<file path="src/rtl/core/sptt_pkg.sv">
`timescale 1ns / 1ps

package sptt_pkg;

   // Fixed widths of the request and response words.
   localparam int PAGE_W     = 32;
   localparam int OFFSET_W   = 16;
   localparam int SLOT_OUT_W = 8;

   // Configuration register widths and reset values.
   localparam int SEG_SHIFT_W  = 5;
   localparam int LIMIT_W      = 9;
   localparam int CSR_INDEX_W  = 2;
   localparam int CSR_DATA_W   = 9;

   localparam logic [SEG_SHIFT_W-1:0] SEG_SHIFT_RESET  = 5'd4;
   localparam logic [LIMIT_W-1:0]     POOL_LIMIT_RESET = 9'd256;

   // Register indexes.
   localparam logic [CSR_INDEX_W-1:0] CSR_SEG_SHIFT  = 2'd0;
   localparam logic [CSR_INDEX_W-1:0] CSR_POOL_LIMIT = 2'd1;

   // Status of the chain walker as seen by the top level.
   typedef struct packed {
      logic clearing;
      logic item_pop;
   } walk_status_type;

endpackage

</file>
<file path="src/rtl/core/sptt_front.sv">
`timescale 1ns / 1ps

module sptt_front #(
   parameter int BUCKET_BITS = 8,
   parameter int PAGE_BITS   = 32,
   parameter int BASE_W      = 32
) (
   input  logic [sptt_pkg::PAGE_W-1:0]      page_number,
   input  logic [sptt_pkg::SEG_SHIFT_W-1:0] seg_shift,
   output logic [BASE_W-1:0]                seg_base,
   output logic [BUCKET_BITS-1:0]           bucket,
   output logic [sptt_pkg::OFFSET_W-1:0]    page_offset
);
   import sptt_pkg::*;

   localparam logic [PAGE_W-1:0] PAGE_MASK = (PAGE_BITS >= PAGE_W) ? {PAGE_W{1'b1}} :
      PAGE_W'((64'd1 << PAGE_BITS) - 64'd1);

   logic [PAGE_W-1:0] page;
   logic [PAGE_W-1:0] seg_mask;
   logic [PAGE_W-1:0] base_full;
   logic [PAGE_W-1:0] shifted;
   logic [PAGE_W-1:0] offset_full;

   // Split the page number into segment base, bucket and in-segment offset.
   always_comb begin
      page        = page_number & PAGE_MASK;
      seg_mask    = (PAGE_W'(1) << seg_shift) - PAGE_W'(1);
      base_full   = page & ~seg_mask;
      shifted     = page >> seg_shift;
      offset_full = page & seg_mask;
      seg_base    = base_full[BASE_W-1:0];
      bucket      = shifted[BUCKET_BITS-1:0];
      page_offset = offset_full[OFFSET_W-1:0];
   end

endmodule

</file>
<file path="config.mk">
export PLATFORM = sky130hd
export DESIGN_NAME = sptt_front
export DESIGN_NICKNAME = d
export VERILOG_FILES = /design/src/rtl/core/sptt_pkg.sv /design/src/rtl/core/sptt_front.sv
export SDC_FILE = /design/constraint.sdc
export NUM_CORES = 1
export LEC_CHECK = 0
export ABC_AREA = 1
export BUFFER_PORTS_ARGS = -buffer_cell sky130_fd_sc_hd__buf_2
export CORE_MARGIN = 1
export CORE_UTILIZATION = 47
export DETAILED_ROUTE_END_ITERATION = 16
export GPL_TIMING_DRIVEN = 0
export PLACE_DENSITY = 0.78
export SETUP_SLACK_MARGIN = 0.5
export SLEW_MARGIN = 20
export SYNTH_ARGS = -nofsm -noshare
export SYNTH_HDL_FRONTEND = slang
export SYNTH_SLANG_ARGS = --single-unit
</file>
<file path="constraint.sdc">
create_clock -name vclk -period 2.3
set_input_delay 0.46 -clock vclk [all_inputs]
set_output_delay 0.46 -clock vclk [all_outputs]
set_load 0.01 [all_outputs]
</file>
==> impl_metrics.toml, run 1 <==
[synthesis]
synthMuxAreaShare_pct = 0.883
ys_warn_count = 0
synth_top_family_by_area = "simple AND/OR/NAND/NOR gates"
synthTopCellsByCount = "nand2_1, nor2_1, inv_1"
synth-xor-area-share_pct = 2.70
yosys.area_share.simple_pct = 60.7
yosysMostFrequentCell = "nand2_1"
yosysSeqAreaShare_pct = 0
synth_largest_area_cell = "nand2_1"
synth_fa_ha_area_share_pct = 0.552
synthCells = 502
ys_top_cells_by_area = "nand2_1, nor2_1, o21ai_0"
syn_area_um2 = 2270
yosysUniqueCellTypes = 30
synth_area_per_cell_um2 = 4.52
synth_compound_area_share_pct = 19.1
syn_nets = 540
synth_top_area_share_pct = 28.8

[floorplan]
fp-row-count = 24
die_width_um = 71.5
ios = 93
die_h_um = 71.5
initial_core_util_pct = 50.4

[placement]
port_buffers = 90
place_ws_ps = -311
dp_hpwl_mm = 7.71
gp_congestion = 0.996

[status]
stop_stage = "5_1_grt"
error = "[ERROR DPL-0038] Utilization greater than 100%, impossible to legalize"
status = "did not finish"

[cts]
cts_hold_buf = 0

[timing]
worst_endpoint = "seg_base[13]"
endpoint_type = "primary output"

[global_routing]
grt_max_degree = 11
==> cells by family after synthesis <==
family          after synthesis
fa+ha+maj                     1
simple gates                324
compound gates               81
xor+xnor                      7
buf+inv                      87
mux                           2
==> per-stage QoR <==
stage	cells	hold WS, ps	cell area (um2)
4_1_cts	674	1210	3940
3_3_place_gp	644	1190	3110
2_1_floorplan	502	1000	2590
3_5_place_dp	644	1200	3110
==> what timing repair did <==
| item | CTS |
|---|---|
| buffers inserted | 26 |
| endpoints found under the setup margin | 49 |
| pin swaps | 61 |
| gates cloned | 4 |
| resized for setup | 154 |
==> run 2, diff against run 1 <==
--- a/config.mk
+++ b/config.mk
@@ -8,11 +8,10 @@
 export ABC_AREA = 1
 export BUFFER_PORTS_ARGS = -buffer_cell sky130_fd_sc_hd__buf_2
 export CORE_MARGIN = 1
-export CORE_UTILIZATION = 47
+export CORE_UTILIZATION = 40
 export DETAILED_ROUTE_END_ITERATION = 16
 export GPL_TIMING_DRIVEN = 0
-export PLACE_DENSITY = 0.78
-export SETUP_SLACK_MARGIN = 0.5
+export PLACE_DENSITY_LB_ADDON = 0.15
 export SLEW_MARGIN = 20
 export SYNTH_ARGS = -nofsm -noshare
 export SYNTH_HDL_FRONTEND = slang
==> constraint.sdc (replaced) <==
create_clock -name vclk -period 3
set_input_delay 0.6 -clock vclk [all_inputs]
set_output_delay 0.6 -clock vclk [all_outputs]
set_load 0.01 [all_outputs]
==> impl_metrics.toml, run 2 <==
[status]
status = "complete, no violations"

[synthesis]
synthTopCellsByCount = "nand2_1, nor2_1, inv_1"
synthCells = 502
yosysSeqAreaShare_pct = 0
ys_warn_count = 0
syn_nets = 540
syn_area_um2 = 2270
yosysMostFrequentCell = "nand2_1"
synth_largest_area_cell = "nand2_1"
ys_top_cells_by_area = "nand2_1, nor2_1, o21ai_0"
synth_area_per_cell_um2 = 4.52
synth_top_area_share_pct = 28.8
yosysUniqueCellTypes = 30

[timing]
setup_viol = 0
fin_crit_ps = 2850
worst_pin_slew_ps = 506
fmax_ghz = 0.351
setup_ws_ps = 151
period_share_pct = 95.0
rsz0062_at_grt = "no"
slew_headroom_pct = 66.3
hold_viol = 0
maxSlewViolCount = 0

[global_routing]
globalRouteOverflowTotal = 0
antenna_found_initial = 0
grt.busiest_layer = "met2"
grt_use_total_pct = 29.9
grt_pass1_vias = 3132
grt_first_pass_wirelength_mm = 14.7
use_met3_pct = 1.31
grt_max_degree = 11
grtUsageMet1_pct = 40.4
grt_use_met2_pct = 51.7

[drt]
vias = 3515
post_drt_wl_per_cell_um = 13.4
ant_nets = 0
viasPerCell = 5.29
drt_wl_total_mm = 8.91
firstDrtPassIters = 5
dr.first_iter.drc_count = 244
drc = 0

[final_layout]
syn2layout_area_growth_pct = 26.0
design.seq.count = 0
mostFrequentLayoutCells = "nand2_1, buf_2, nor2_1, inv_1, o21ai_0"
post_route_cells_drive_above_1_share_pct = 21.9
fin_nets = 633
mostFrequentLayoutCell = "nand2_1"
clkbuf_count = 0
n_antenna_cell = 0
n_fill_cell = 646
regArea_um2 = 0

[power]
total_power_mw = 0.495
power_density_nw_per_um2 = 173
ir_worst_vdd_mv = 0.0852
power.leakage_nw = 1.78

[floorplan]
fp-row-count = 27
dieArea_um2 = 5980
core_area_um2 = 5470
ios = 93
initial_core_util_pct = 41.4
die_h_um = 77.3
die_width_um = 77.3

[flow_run]
cap_violations = 0

[cts]
cts_hold_buf = 0

[placement]
port_buffers = 90
dp_hpwl_mm = 7.38
place_ws_ps = -120
gp_congestion = 0.900

[hold_path]
min_path_type = "in -> out"

[setup_path]
cp-start-kind = "primary input"
end_kind = "primary output"
worstPathMaxFanout = 10
arrival_ps = 2250
cp_data_required_time_ps = 2400
critPathKind = "in -> out"
==> run 2: worst paths after layout <==
check                          end  cells past startpoint           start
worst min-delay path   seg_base[1]                      4  page_number[1]
worst max-delay path  seg_base[12]                     12    seg_shift[1]
==> run 2: critical path, cell delays in order <==
cell      delay, ps
buf_2           130
buf_4           210
nor2_4           80
nand2_1         120
ha_4            160
nand2_1          80
nor2_4          200
nand2_2         120
inv_1           120
nand3b_1        130
a21oi_2         160
buf_2           140
==> run 2: cell families after synthesis <==
kind of cell	synth area share, %
AOI/OAI and AO/OA	19.1
xor gates and xnor gates	2.70
adders and majority gates	0.551
buffers and inverters	16.1
muxes	0.883
and+or+nand+nor	60.7
==> run 2: timing repair <==
item	CTS	global route
endpoints found under the setup margin	14	13
buffers inserted	0	1
resized for setup	3	9
pin swaps	0	2
==> run 2: cell type report <==
| class | instances | area, um2 | share of cell area, % |
|---|---|---|---|
| inverter | 63 | 239 | 8.36 |
| tap | 72 | 90.1 | 3.15 |
| timing repair buffer | 91 | 458 | 16.0 |
| multi-input combinational | 415 | 1940 | 68.0 |
| buffer | 24 | 128 | 4.47 |
==> run 2: stage by stage <==
stage / hold WS [ps] / setup TNS, ps / util [%] / cells / cell area (um2)
4_1_cts: 1490 / 0 / 51.5 / 664 / 2820
5_1_grt: 1490 / 0 / 52.2 / 665 / 2860
3_3_place_gp: 1470 / -538 / 51.3 / 664 / 2810
6_report: 1480 / 0 / 52.2 / 665 / 2860
3_5_place_dp: 1480 / -793 / 51.3 / 664 / 2810
2_1_floorplan: 1280 / 0 / - / 502 / 2270
==> run 2: power breakdown <==
group	internal, mW	switching [mW]
combinational	0.176	0.319
sequential	0	0
clock	0	0
==> run 2: routing by layer <==
layer	part of all wire (%)	routed length (um)	up-vias
met2	47	4230	154
met3	6.7	599	15
met4	1.6	140	0
met1	44	3940	1579
li1	-	-	1767
met5	0	0	-
Power figures use the tool's default switching activity.
==> run 3, diff against run 2 <==
--- a/config.mk
+++ b/config.mk
@@ -5,7 +5,6 @@
 export SDC_FILE = /design/constraint.sdc
 export NUM_CORES = 1
 export LEC_CHECK = 0
-export ABC_AREA = 1
 export BUFFER_PORTS_ARGS = -buffer_cell sky130_fd_sc_hd__buf_2
 export CORE_MARGIN = 1
 export CORE_UTILIZATION = 40
==> impl_metrics.toml, run 3 <==
[setup_path]
arrival_ps = 2410
cp-start-kind = "primary input"
cp_data_required_time_ps = 2400
worstPathMaxFanout = 5
end_kind = "primary output"
critPathKind = "in -> out"
crit_start = "seg_shift[0]"
setup.worst_path.end = "bucket[0]"

[final_layout]
syn2layout_area_growth_pct = 40.5
design.seq.count = 0
clkbuf_count = 0
post_route_cells_drive_above_1_share_pct = 47.2
n_antenna_cell = 0
mostFrequentLayoutCells = "buf_2, mux4_2, and2_1, nand2_1"
n_fill_cell = 555
fin_nets = 432
mostFrequentLayoutCell = "buf_2"
regArea_um2 = 0

[floorplan]
die_h_um = 77.3
core_area_um2 = 5470
fp-row-count = 27
dieArea_um2 = 5970
initial_core_util_pct = 41.4
die_width_um = 77.3
ios = 93

[synthesis]
synth_area_per_cell_um2 = 7.90
synthCells = 287
ys_warn_count = 0
synth_largest_area_cell = "mux4_2"
yosysSeqAreaShare_pct = 0
syn_nets = 325
syn_area_um2 = 2270
ys_top_cells_by_area = "mux4_2, mux2i_1, and2_1"
yosysMostFrequentCell = "mux4_2"
synthTopCellsByCount = "mux4_2, nand2_1, and2_1"
synth_top_area_share_pct = 25.8
yosysUniqueCellTypes = 58

[timing]
hold_ws_ps = 1530
setup_viol = 1
maxSlewViolCount = 0
setup_tns_ps = -6.30
hold_viol = 0
worst_pin_slew_ps = 609
period_share_pct = 100
setup_ws_ps = -6.30
fmax_ghz = 0.333
fin_crit_ps = 3010
slew_headroom_pct = 59.4

[hold_path]
min_path_type = "in -> out"

[global_routing]
globalRouteOverflowTotal = 0
grt_max_degree = 11
antenna_found_initial = 0
grt_pass1_vias = 2843
grt_use_total_pct = 37.4
grt_first_pass_wirelength_mm = 16.9

[drt]
vias = 3100
dr.first_iter.drc_count = 400
viasPerCell = 6.68
firstDrtPassIters = 5
ant_nets = 0
post_drt_wl_per_cell_um = 24.5
drt_wl_total_mm = 11.4
drc = 0

[flow_run]
cap_violations = 0

[placement]
dp_hpwl_mm = 8.26
port_buffers = 89
place_ws_ps = -672
gp_congestion = 0.978

[power]
power_density_nw_per_um2 = 175
power.leakage_nw = 1.42
ir_worst_vdd_mv = 0.109
total_power_mw = 0.557

[status]
violations = "negative setup slack"
status = "finished, violations left"

[cts]
cts_hold_buf = 0
run 3: worst max-delay path, cell delays in order:
cell and delay [ps]:
buf_4 130, buf_12 120, buf_8 130, mux4_2 520
mux2_4 310, a2111oi_4 350, nor2_1 90, buf_2 150
run 3: how the worst min path moves through the flow:
stage,from,to,cells after the start
after floorplan,page_number[12],seg_base[12],2
after global placement,page_number[0],page_offset[0],3
after detailed placement,page_number[0],page_offset[0],3
after CTS,page_number[0],page_offset[0],3
after global routing,page_number[31],seg_base[31],3
final,page_number[0],page_offset[0],3
run 3: layer usage:
layer | wire length [um] | share of wire [%] | global-route usage (%)
met1 | 4630 | 41 | 51.8
met2 | 5270 | 46 | 60.4
met5 | 0 | 0 | 0
met4 | 210 | 1.8 | 11.1
met3 | 1260 | 11 | 4.64
run 3: repair_timing:
item,4_1_cts,5_1_grt
cloned,0,1
setup buffers,8,7
setup endpoints to repair,32,17
pin swaps,7,9
gates resized for setup,46,22
run 3: cells by family after synthesis:
logic type | count (synthesis) | share of synthesized area, %
AOI/OAI and AO/OA | 80 | 24.9
xor gates and xnor gates | 2 | 0.773
adders and majority gates | 1 | 0.552
buffers and inverters | 40 | 8.28
muxes | 53 | 39.1
and+or+nand+nor | 111 | 26.4
run 3: through the flow:
| stage | util, % | instances | cell area [um2] |
|---|---|---|---|
| floorplan | - | 287 | 2290 |
| global placement | 51.6 | 448 | 2830 |
| detailed placement | 51.6 | 448 | 2830 |
| CTS | 55.9 | 456 | 3060 |
| global route | 58.2 | 464 | 3190 |
| finish | 58.2 | 464 | 3190 |
run 3: cell type report:
cell class / instances / area, um2 / area share [%]
Multi-Input combinational cell: 247 / 2210 / 69.3
Inverter: 9 / 35.0 / 1.10
Tap cell: 72 / 90.1 / 2.83
Timing Repair Buffer: 105 / 579 / 18.2
Buffer: 31 / 274 / 8.60
run 3: power by group:
group	internal (mW)	switching [mW]
Sequential	0	0
Clock	0	0
Combinational	0.249	0.309
