--- src/rtl/core/sptt_fifo.sv ---
`timescale 1ns / 1ps

module sptt_fifo #(
   parameter int WIDTH = 56
) (
   input  logic             clock,
   input  logic             reset,
   input  logic             push,
   input  logic [WIDTH-1:0] push_data,
   output logic             full,
   input  logic             pop,
   output logic [WIDTH-1:0] pop_data,
   output logic             empty
);

   logic [WIDTH-1:0] entry_ff [2];
   logic             wr_ptr_ff;
   logic             wr_ptr_in;
   logic             rd_ptr_ff;
   logic             rd_ptr_in;
   logic [1:0]       count_ff;
   logic [1:0]       count_in;
   logic             do_push;
   logic             do_pop;

   assign full     = (count_ff == 2'd2);
   assign empty    = (count_ff == 2'd0);
   assign pop_data = entry_ff[rd_ptr_ff];
   assign do_push  = push && !full;
   assign do_pop   = pop && !empty;

   // Pointer and occupancy update.
   always_comb begin
      wr_ptr_in = do_push ? !wr_ptr_ff : wr_ptr_ff;
      rd_ptr_in = do_pop ? !rd_ptr_ff : rd_ptr_ff;
      count_in  = count_ff + 2'(do_push) - 2'(do_pop);
   end

   always_ff @(posedge clock) begin
      if (reset) begin
         wr_ptr_ff <= 1'b0;
         rd_ptr_ff <= 1'b0;
         count_ff  <= 2'd0;
      end else begin
         wr_ptr_ff <= wr_ptr_in;
         rd_ptr_ff <= rd_ptr_in;
         count_ff  <= count_in;
      end
   end

   // Storage for the two queued words.
   always_ff @(posedge clock) begin
      if (do_push) begin
         entry_ff[wr_ptr_ff] <= push_data;
      end
   end

endmodule

--- config.mk ---
export PLATFORM = sky130hd
export DESIGN_NAME = sptt_fifo
export DESIGN_NICKNAME = d
export VERILOG_FILES = /design/src/rtl/core/sptt_fifo.sv
export SDC_FILE = /design/constraint.sdc
export NUM_CORES = 1
export LEC_CHECK = 0
export ABC_CLOCK_PERIOD_IN_PS = 3300
export BUFFER_PORTS_ARGS = -buffer_cell sky130_fd_sc_hd__buf_2
export CAP_MARGIN = 20
export CORE_AREA = 2 2 107 109
export CTS_CLUSTER_DIAMETER = 80
export DETAILED_ROUTE_END_ITERATION = 7
export DIE_AREA = 0 0 109 111
export HOLD_SLACK_MARGIN = 0.12
export PLACE_DENSITY = 0.72
export SYNTH_ARGS = -nofsm -noshare
export SYNTH_HDL_FRONTEND = slang
export SYNTH_SLANG_ARGS = --single-unit
--- constraint.sdc ---
create_clock -name clock -period 3.3 [get_ports clock]
set_clock_uncertainty 0.15 [all_clocks]
set_input_delay 0.66 -clock clock [delete_from_list [all_inputs] [get_ports clock]]
set_output_delay 0.66 -clock clock [all_outputs]
set_load 0.02 [all_outputs]
Word level (Yosys, flattened, before mapping)
Memories as Yosys holds them, arrays and structs flattened. A register that Yosys moved wholly into a read port is not among the register bits.
Index checks and enable logic that the tools add are counted.
W data, S select, Z words.
{"block": "totals", "mem_bits_ro": 0, "wordCells": 18, "latch_bits": 0, "mem_count": 1, "output_inout_bits": 58, "ramBits": 112, "in_bits": 60, "regBits": 4}
{"memory": "entry_ff", "words": 2, "word_bits": 56, "read_ports": 1, "rd_clocked_by_memory_dff": 1, "write_ports": 1, "line_no": "16", "rtl": "logic [WIDTH-1:0] entry_ff [2];"}
{"block": "classes", "magnitude_cmp": 0, "reduce_logical": 7, "bitwise": 0, "mul": 0, "n_shift": 0, "n_eq_ne": 1, "muxes": 4, "div": 0, "addsub": 2}
{"op": "$logic_not A1 Y1", "count": 4}
{"op": "$mux W1", "count": 4}
{"op": "$add A2 B1 Y2", "count": 1}
{"op": "$eq A2 B2 Y1 const B", "count": 1}
{"op": "$logic_and A1 B1 Y1", "count": 2}
{"op": "$logic_not A2 Y1", "count": 1}
{"op": "$sub A2 B1 Y2", "count": 1}

Longest topological paths before layout
Gate-level depths: netlist of run 1.
{"block": "logic_depth", "depth_word": 5, "ltp_mapped": 8, "depth_no_buf": 8}

Least setup slack after synthesis of run 1
OpenSTA, ideal clock, no wires.
{"block": "synth_path", "path_type": "input port to flip-flop", "from": "input push", "to": "memory entry_ff[0][0] (enable)", "path_buffers": 0, "slack_ps": 589, "arrival_ps": 2151, "setup_ps": 410, "stages": 3, "required_ps": 2740, "path_cell_list": "inv_1 > or3_1 > inv_1"}
{"block": "synth_via", "elab_chain_cells": 3}
{"item": "from (decl)", "line_no": "8", "rtl": "input logic push,"}
{"item": "$logic_and A1 B1 Y1", "line_no": "29", "rtl": "assign do_push = push && !full;"}
{"item": "$mux W1", "line_no": "53", "rtl": "if (do_push) begin"}
{"item": "$mux W1 (not written as such)", "line_no": "54", "rtl": "entry_ff[wr_ptr_ff] <= push_data;"}
{"item": "to (decl)", "line_no": "16"}
No other way between the ends.

==> impl_metrics.yaml, run 1 <==
run_status:
  status: "finished clean"
route:
  avgRoutedWirePerCell_um: 15.3
  first_iter_violations: 83
  wl_um: 7520
  vias: 2243
  dr.pass1.iters: 4
  viasPerCell: 4.56
  drtAntennaViolNets: 0
  drcViolationCount: 0
final_layout:
  final_common_cell: "buf_2"
  nFillCells: 926
  regArea_um2: 3460
  multi_input_area_um2: 751
  n_antenna_cell: 0
  syn_to_final_growth_pct: 32.2
  nets: 398
  layout-drive-gt1-share_pct: 45.8
  post-route-util_pct: 51.1
  final_cell_mix: "buf_2 (117), edfxtp_1 (112), mux2_1 (56)"
floorplan:
  fp-row-count: 39
  io_pins: 118
  start_util_pct: 38.7
  die_width_um: 109
  core_area_um2: 11100
  die_height_um: 111
  dieArea_um2: 12100
timing:
  fin_crit_sh_pct: 74.4
  tns_ns: 0
  fin_crit_ns: 2.46
  post-route-worst-setup-slack_ns: 0.845
  finalMaxSlewViolations: 0
  whs_ns: 0.294
  slew_headroom_pct: 54.2
  hold_viol: 0
  fmax_mhz: 407
  worst_pin_slew_ns: 0.687
  finalSetupViolCount: 0
  grt_setup_unrepaired: "false"
global_routing:
  grt_remaining_overflow: 0
  grt_max_degree: 32
  antenna_found_initial: 0
  grt_pass1_wl_um: 11800
  grt_pass1_vias: 2426
  grt_use_total_pct: 13.3
placement:
  dpl.hpwl_um: 4930
  port_buffers: 117
  dp_slack_ns: 0.879
  gp_congestion: 0.720
logic_synthesis:
  yosysSeqAreaShare_pct: 80.8
  synth.ff_latch_count: 117
  synth_cell_type_count: 21
  synthesis.instances: 201
  syn_area_per_cell_um2: 21.3
  synth_warnings: 0
  synth_area_um2: 4280
  syn_nets: 263
cts:
  insertion_delay_ns: 0.40
  cts.clk_slew.worst_paths_ns: 0.06
  root_buffer: "clkbuf_16"
  cts_resized: 0
  cts_sinks: 117
  cts_buffer_depth: 2
  h-tree-depth: 4
  post-cts-setup-buffers: 0
  cts_tree: "yes"
  ctsHoldBuffers: 0
  cts_buffers: 17
power:
  intPower_mw: 3.53
  sw_frac_of_total_pct: 28.9
  leakagePower_nw: 2.17
  ir_drop_v: 0.000373
  powerDensity_nw_per_um2: 876
  clkPwrFrac_pct: 36.4
  power_frac_comb_pct: 24.3
  p_switching_mw: 1.43
  seqPwrFrac_pct: 39.3
critical_path:
  worstSetupEndpointType: "primary output"
  worstSetupStartpointType: "flop"
  critical_path_class: "reg -> out"
  arrival_ns: 1.65
  critPathMaxFanout: 29
  worst_ep_required_time_ns: 2.49
flow_run:
  max-cap-violations: 0
worst_hold_path:
  hold_class: "in -> reg"
cells in the mapped netlist:
| cell type | n | area, um^2 |
|---|---|---|
| mux2_1 | 56 | 631 |
| buf_6 | 4 | 45.0 |
| xor2_1 | 1 | 8.76 |
| nor2_1 | 4 | 15.0 |
| ha_1 | 2 | 25.0 |
| edfxtp_1 | 112 | 3360 |
| inv_1 | 3 | 11.3 |
| xnor2_1 | 1 | 8.76 |
| a21oi_1 | 1 | 5.00 |
| buf_2 | 2 | 10.0 |
| and2_1 | 1 | 6.26 |
| nand2b_2 | 1 | 8.76 |
| o21a_2 | 1 | 8.76 |
| dfxtp_1 | 5 | 100 |
| or3_1 | 1 | 6.26 |
| nor2b_1 | 1 | 6.26 |
| nor3_1 | 1 | 5.00 |
| o21ai_0 | 1 | 5.00 |
| and3_2 | 1 | 7.51 |
| nand2_1 | 1 | 3.75 |
| inv_2 | 1 | 3.75 |
path summary, 6_finish.rpt:
check | cells after the start | from | slack, ns | endpoint
setup / recovery | 3 | flop | 0.84 | pop_data[24]
hold reg to reg | 2 | wr_ptr_ff$_SDFFE_PP0P_ | 0.35 | wr_ptr_ff$_SDFFE_PP0P_
hold / removal | 1 | push_data[0] | 0.29 | entry_ff[1][0]$_DFFE_PP_
setup reg to reg | 5 | count_ff[0]$_SDFF_PP0_ | 1.21 | entry_ff[0][18]$_DFFE_PP_
area by class of cell:
type / instances / area share, %
flip-flops and latches: 117 / 61.2
multi-input cells: 74 / 13.3
repair buffers: 122 / 11.4
clock buffers: 21 / 8.48
well taps: 143 / 3.16
clock inverters: 11 / 2.21
inverters: 4 / 0.265
stage by stage:
step                area [um^2]  std cells  power (mW)
global route               5660        492        5.20
CTS                        5660        492        5.04
finish                     5660        492        4.96
detailed placement         5060        460        3.21
global placement           5060        460        3.19
floorplan                  4280        201        2.81
critical path: stages (launching register included):
cell	delay, ns
dfxtp_2	0.32
buf_4	0.36
mux2_1	0.38
buf_2	0.17
logic make-up after synthesis:
group | Yosys count | synth area share [%]
buffers and inverters | 10 | 1.64
adders and majority gates | 2 | 0.584
muxes | 56 | 14.7
AOI/OAI and AO/OA | 3 | 0.438
and+or+nand+nor | 11 | 1.37
DFF | 117 | 80.8
xor gates and xnor gates | 2 | 0.409
registers in the layout, indices dropped and copies added (netlist names), named ones only:
register / flops
count_ff: 2
entry_ff: 112
rd_ptr_ff: 1
wr_ptr_ff: 1
layer usage:
| metal | global-route usage, % | vias up | part of all wire, % |
|---|---|---|---|
| li1 | - | 1058 | - |
| met1 | 15.1 | 1108 | 43 |
| met2 | 21.4 | 71 | 49 |
| met3 | 6.00 | 6 | 6.2 |
| met4 | 5.98 | 0 | 0.86 |
| met5 | 0 | - | 0 |
power by group through the flow:
stage                     Clock [mW]  Combinational [mW]  Sequential [mW]
after global routing            1.92                1.31             1.97
final                           1.80                1.21             1.95
after CTS                       1.85                1.24             1.95
after global placement             0                1.22             1.97
after detailed placement           0                1.23             1.98
after floorplan                    0               0.843             1.97
Power figures use the tool's default switching activity.
==> run 2, diff against run 1 <==
ABC_AREA = 1   (was not set)
ABC_CLOCK_PERIOD_IN_PS = 2400   (was 3300)
CORE_AREA = 2 2 109 111   (was 2 2 107 109)
DIE_AREA = 0 0 111 113   (was 0 0 109 111)
PLACE_DENSITY = 0.71   (was 0.72)
clock period = 2.4 ns   (was 3.3 ns; I/O delays follow)
==> run 2 against run 1 <==
  * Non-clock buffer count rose by 55
  * Clock power increased by 46%
  * Sequential share of layout area down 7.2 points
  * Synthesized cell count increased by 6.0%
  * Combinational power increased by 50%
  * Sequential power up 37%
  * Via count rose by 12%
  * Critical endpoint is now pop_data[55]
  * Largest cell class unchanged
  * Die area rose by 3.7%
  * Clock-buffer cell count is 3 lower
  * Highest routed layer unchanged
  * Critical path type unchanged
  * Global-route usage decreased by 0.24 points
==> impl_metrics.yaml, run 2 <==
route:
  vias: 2502
  drcViolationCount: 0
  wl_um: 8010
  first_iter_violations: 98
  dr.pass1.iters: 4
  drtAntennaViolNets: 0
  viasPerCell: 4.48
  avgRoutedWirePerCell_um: 14.3
logic_synthesis:
  synth_area_um2: 4460
  synth_most_common_cell: "edfxtp_1"
  synthesis.instances: 213
  synthFlopType: "edfxtp_1"
  yosysTopAreaCellShare_pct: 75.5
  synthTopCellsByArea: "edfxtp_1 (75%), mux2_4 (13%), mux2_2 (4.0%)"
  syn_nets: 275
  synth_warnings: 0
  yosys.area.top_type: "edfxtp_1"
  yosysSeqAreaShare_pct: 77.7
  syn_area_per_cell_um2: 20.9
  synth_edf_count: 112
  synth_cell_type_count: 12
  synth.ff_latch_count: 117
  synth_commonest_cells: "edfxtp_1 (112), mux2_4 (40), mux2_2 (16), inv_1 (10), nor2_1 (9)"
  synth-async-reset-ratio_pct: 0
critical_path:
  critPathMaxFanout: 56
  rrSetupSlack_ns: 0.63
  worstSetupStartpointType: "flop"
  reg2reg_depth: 10
  critical_path_class: "reg -> out"
  arrival_ns: 1.66
  reg2reg_to: "count_ff[1]$_SDFF_PP0_"
  worstSetupEndpointType: "primary output"
  worstSetupEndpoint: "pop_data[55]"
  worst_ep_required_time_ns: 1.77
  r2r_start: "count_ff[0]$_SDFF_PP0_"
final_layout:
  n_antenna_cell: 0
  nets: 465
  final_common_cell: "buf_2"
  final_cell_mix: "buf_2 (117), edfxtp_1 (112), dlygate4sd3_1 (56)"
  post-route-util_pct: 56.9
  regMostFlops: "entry_ff"
  layout-drive-gt1-share_pct: 49.5
  largest_reg_flops: 112
  top_regs: "entry_ff: 112 flops, count_ff: 2 flops"
  syn_to_final_growth_pct: 44.0
  nFillCells: 883
cts:
  cts_buffer_depth: 2
  cts.clk_slew.worst_paths_ns: 0.05
  post-cts-setup-buffers: 0
  cts_resized: 0
  insertion_delay_ns: 0.40
  cts_sinks: 117
  h-tree-depth: 4
  root_buffer: "clkbuf_16"
  cts_buffers: 17
  cts_tree: "yes"
placement:
  gp_congestion: 0.676
  dpl.hpwl_um: 4780
  port_buffers: 117
run_status:
  status: "finished clean"
floorplan:
  die_height_um: 113
  dieArea_um2: 12500
  die_width_um: 111
  io_pins: 118
  start_util_pct: 39.5
  fp-row-count: 39
  core_area_um2: 11300
flow_run:
  max-cap-violations: 0
timing:
  worst_pin_slew_ns: 0.406
  slew_headroom_pct: 72.9
  finalSetupViolCount: 0
  hold_viol: 0
  finalMaxSlewViolations: 0
  grt_setup_unrepaired: "false"
  fmax_mhz: 437
  tns_ns: 0
  fin_crit_sh_pct: 95.3
  fin_crit_ns: 2.29
power:
  ir_drop_v: 0.000515
  powerDensity_nw_per_um2: 1110
  leakagePower_nw: 2.58
  power_mw: 7.12
global_routing:
  antenna_found_initial: 0
  grt_max_degree: 57
  grt_remaining_overflow: 0
  grt_use_total_pct: 13.1
  grt_pass1_vias: 2607
  grt_pass1_wl_um: 12400
worst_hold_path:
  whs_path_depth: 1
  hold_class: "in -> reg"
[run 2: per-layer routing]
layer,part of all wire [%],GRT usage [%],up-vias
met5,0,0,-
met4,1.6,6.25,0
li1,-,-,1198
met2,52,22.9,83
met3,5.4,5.03,10
met1,41,14.0,1211
[run 2: power by group]
| part | internal, mW | switching (mW) |
|---|---|---|
| Clock | 1.81 | 0.814 |
| Sequential | 2.60 | 0.0815 |
| Combinational | 0.808 | 1.00 |
[run 2: how the worst min path moves through the flow]
stage	startpoint	to	slack, ns
6_report	push_data[21]	entry_ff[0][21]$_DFFE_PP_	0.16
5_1_grt	push_data[21]	entry_ff[0][21]$_DFFE_PP_	0.15
4_1_cts	push_data[53]	entry_ff[1][53]$_DFFE_PP_	0.12
3_5_place_dp	rd_ptr_ff$_SDFFE_PP0P_	rd_ptr_ff$_SDFFE_PP0P_	0.34
3_3_place_gp	rd_ptr_ff$_SDFFE_PP0P_	rd_ptr_ff$_SDFFE_PP0P_	0.34
2_1_floorplan	rd_ptr_ff$_SDFFE_PP0P_	flop	0.32
[run 2: what timing repair did]
item / in CTS / in global routing
hold buffers: 51 / 5
setup endpoints to repair: 0 / 0
hold endpoints to repair: 100 / 10
[run 2: critical path: stages (launching register included)]
cell and delay [ns]:
dfxtp_4 0.34, buf_12 0.34, mux2_2 0.39, buf_2 0.16
[run 2: metrics by stage]
step	cell area [um^2]	hold slack, ns	worst slack (ns)	std cells
2_1_floorplan	4460	0.317	0.164	213
3_3_place_gp	5240	0.337	0.529	471
3_5_place_dp	5240	0.341	0.516	471
4_1_cts	6370	0.120	0.0828	554
5_1_grt	6420	0.147	0.0255	559
6_report	6420	0.160	0.112	559
[run 2: area by class of cell]
class	count	area, um^2	area share (%)
inverter	10	37.5	0.585
clock inverter	14	189	2.94
multi-input combinational	80	902	14.1
timing repair buffer	177	1210	18.9
clock buffer	18	429	6.69
sequential	117	3470	54.0
tap	143	179	2.79
[run 2: kinds of logic after synthesis]
family,share of synthesized area [%]
buf+inv,2.22
simple gates,1.77
compound gates,0.225
fa+ha+maj,0.561
flops,77.7
mux,17.5
==> run 3, diff against run 2 <==
ABC_AREA = not set   (was 1)
CORE_AREA = 2 2 107 109   (was 2 2 109 111)
DIE_AREA = 0 0 109 111   (was 0 0 111 113)
PLACE_DENSITY = 0.72   (was 0.71)
==> run 3 against run 2 <==
  * Final cell count shrank 2.7%
  * Core utilization shrank 1.4 points
  * Clock power shrank 9.1%
  * Register-to-register slack is essentially flat
  * Combinational power shrank 4%
  * Largest cell class unchanged
  * First-iteration DRC count shrank 35%
  * Clock-buffer cell count grew 1
==> impl_metrics.yaml, run 3 (synthesized netlist as in run 1, its figures left out) <==
final_layout:
  regMostFlops: "entry_ff"
  layout-drive-gt1-share_pct: 38.4
  largest_reg_flops: 112
  top_regs: "entry_ff: 112 flops, count_ff: 2 flops"
  nets: 450
  syn_to_final_growth_pct: 43.7
  final_cell_mix: "buf_2 (117), edfxtp_1 (112), mux2_1 (56)"
  stdcell_count: 544
  n_antenna_cell: 0
  final_common_cell: "buf_2"
  nFillCells: 897
  post-route-util_pct: 55.6
power:
  p_switching_mw: 1.92
  powerDensity_nw_per_um2: 1110
  sw_frac_of_total_pct: 28.2
  power_mw: 6.81
  intPower_mw: 4.89
  seqPwrFrac_pct: 39.4
  clkPwrFrac_pct: 35.1
  leakagePower_nw: 2.37
  ir_drop_v: 0.000455
  power_frac_comb_pct: 25.5
placement:
  dp_slack_ns: 0.488
  dp.cells: 461
  gp_congestion: 0.676
  port_buffers: 117
  dpl.hpwl_um: 4720
route:
  avgRoutedWirePerCell_um: 14.1
  first_iter_violations: 64
  wl_um: 7650
  viasPerCell: 4.43
  vias: 2412
  dr.pass1.iters: 4
  drcViolationCount: 0
  drtAntennaViolNets: 0
cts:
  insertion_delay_ns: 0.40
  cts_sinks: 117
  cts.clk_slew.worst_paths_ns: 0.05
  cts_tree: "yes"
  root_buffer: "clkbuf_16"
  cts_buffer_depth: 2
  h-tree-depth: 4
  cts_buffers: 17
floorplan:
  dieArea_um2: 12100
  core_area_um2: 11100
  start_util_pct: 38.7
  fp-row-count: 39
  die_height_um: 111
  die_width_um: 109
  io_pins: 118
critical_path:
  arrival_ns: 1.59
  cp_cell_sequence: "buf_4 -> mux2_1 -> buf_2"
  worstSetupEndpointType: "primary output"
  cpLargestDelayFamily: "buffers and inverters"
  critical_path_class: "reg -> out"
  critPathMaxFanout: 24
  worstSetupStartpointType: "flop"
  worst_ep_required_time_ns: 1.77
  cp_slowest_cell: "mux2_1"
  crit_buf_inv: 2
  max_stage_delay_ns: 0.37
global_routing:
  grt_use_total_pct: 13.3
  grt_remaining_overflow: 0
  grt_max_degree: 33
  grt_pass1_wl_um: 11800
  grt_pass1_vias: 2524
  antenna_found_initial: 0
timing:
  fmax_mhz: 451
  hold_viol: 0
  grt_setup_unrepaired: "false"
  finalMaxSlewViolations: 0
  fin_crit_ns: 2.22
  worst_pin_slew_ns: 0.461
  post-route-worst-setup-slack_ns: 0.185
  finalSetupViolCount: 0
  fin_crit_sh_pct: 92.3
  slew_headroom_pct: 69.3
  tns_ns: 0
flow_run:
  max-cap-violations: 0
worst_hold_path:
  hold_class: "in -> reg"
run_status:
  status: "finished clean"
[run 3: cell types whose count changed in the layout (fill, tap and decap cells not counted), sizes merged, moves of 3 or more]
| cell | delta |
|---|---|
| inv | -7 |
| nand2 | -7 |
| dlygate4sd3 | -5 |
| nor2 | -5 |
| clkinvlp | +3 |
| nand3 | -3 |
[run 3: what timing repair did]
item,CTS,global route
setup endpoints to repair,0,1
resized for setup,0,1
setup buffers,0,0
endpoints found under the hold margin,74,25
hold buffers,38,13
[run 3: power groups by stage]
stage	logic, mW	clock network (mW)	registers, mW
after floorplan	1.16	0	2.70
after global placement	1.68	0	2.71
after detailed placement	1.70	0	2.72
after CTS	1.76	2.46	2.68
after global routing	1.88	2.56	2.71
final	1.74	2.39	2.68
[run 3: per-stage QoR]
step / area, um^2 / hold slack, ns
2_1_floorplan: 4290 / 0.301
3_3_place_gp: 5070 / 0.320
3_5_place_dp: 5070 / 0.341
4_1_cts: 6020 / 0.121
5_1_grt: 6150 / 0.121
6_report: 6150 / 0.139
[run 3: per-layer routing]
layer / GRT usage (%) / wire length [um]
met1: 14.8 / 3090
met2: 22.4 / 4090
met3: 5.47 / 373
met4: 5.56 / 95
met5: 0 / 0
[run 3: area by class of cell]
| type | instances | area [um^2] | area share, % |
|---|---|---|---|
| Sequential cell | 117 | 3460 | 56.3 |
| Timing Repair Buffer | 174 | 1170 | 19.0 |
| Multi-Input combinational cell | 74 | 751 | 12.2 |
| Clock buffer | 19 | 433 | 7.03 |
| Tap cell | 143 | 179 | 2.91 |
| Clock inverter | 13 | 139 | 2.26 |
| Inverter | 4 | 18.8 | 0.305 |
[run 3: final timing paths]
check	startpoint	cells past startpoint	to	slack, ns
min	push_data[12]	1	entry_ff[0][12]$_DFFE_PP_	0.14
min reg2reg	wr_ptr_ff$_SDFFE_PP0P_	2	wr_ptr_ff$_SDFFE_PP0P_	0.34
max	flop	3	pop_data[3]	0.18
max reg2reg	count_ff[0]$_SDFF_PP0_	5	entry_ff[0][36]$_DFFE_PP_	0.63
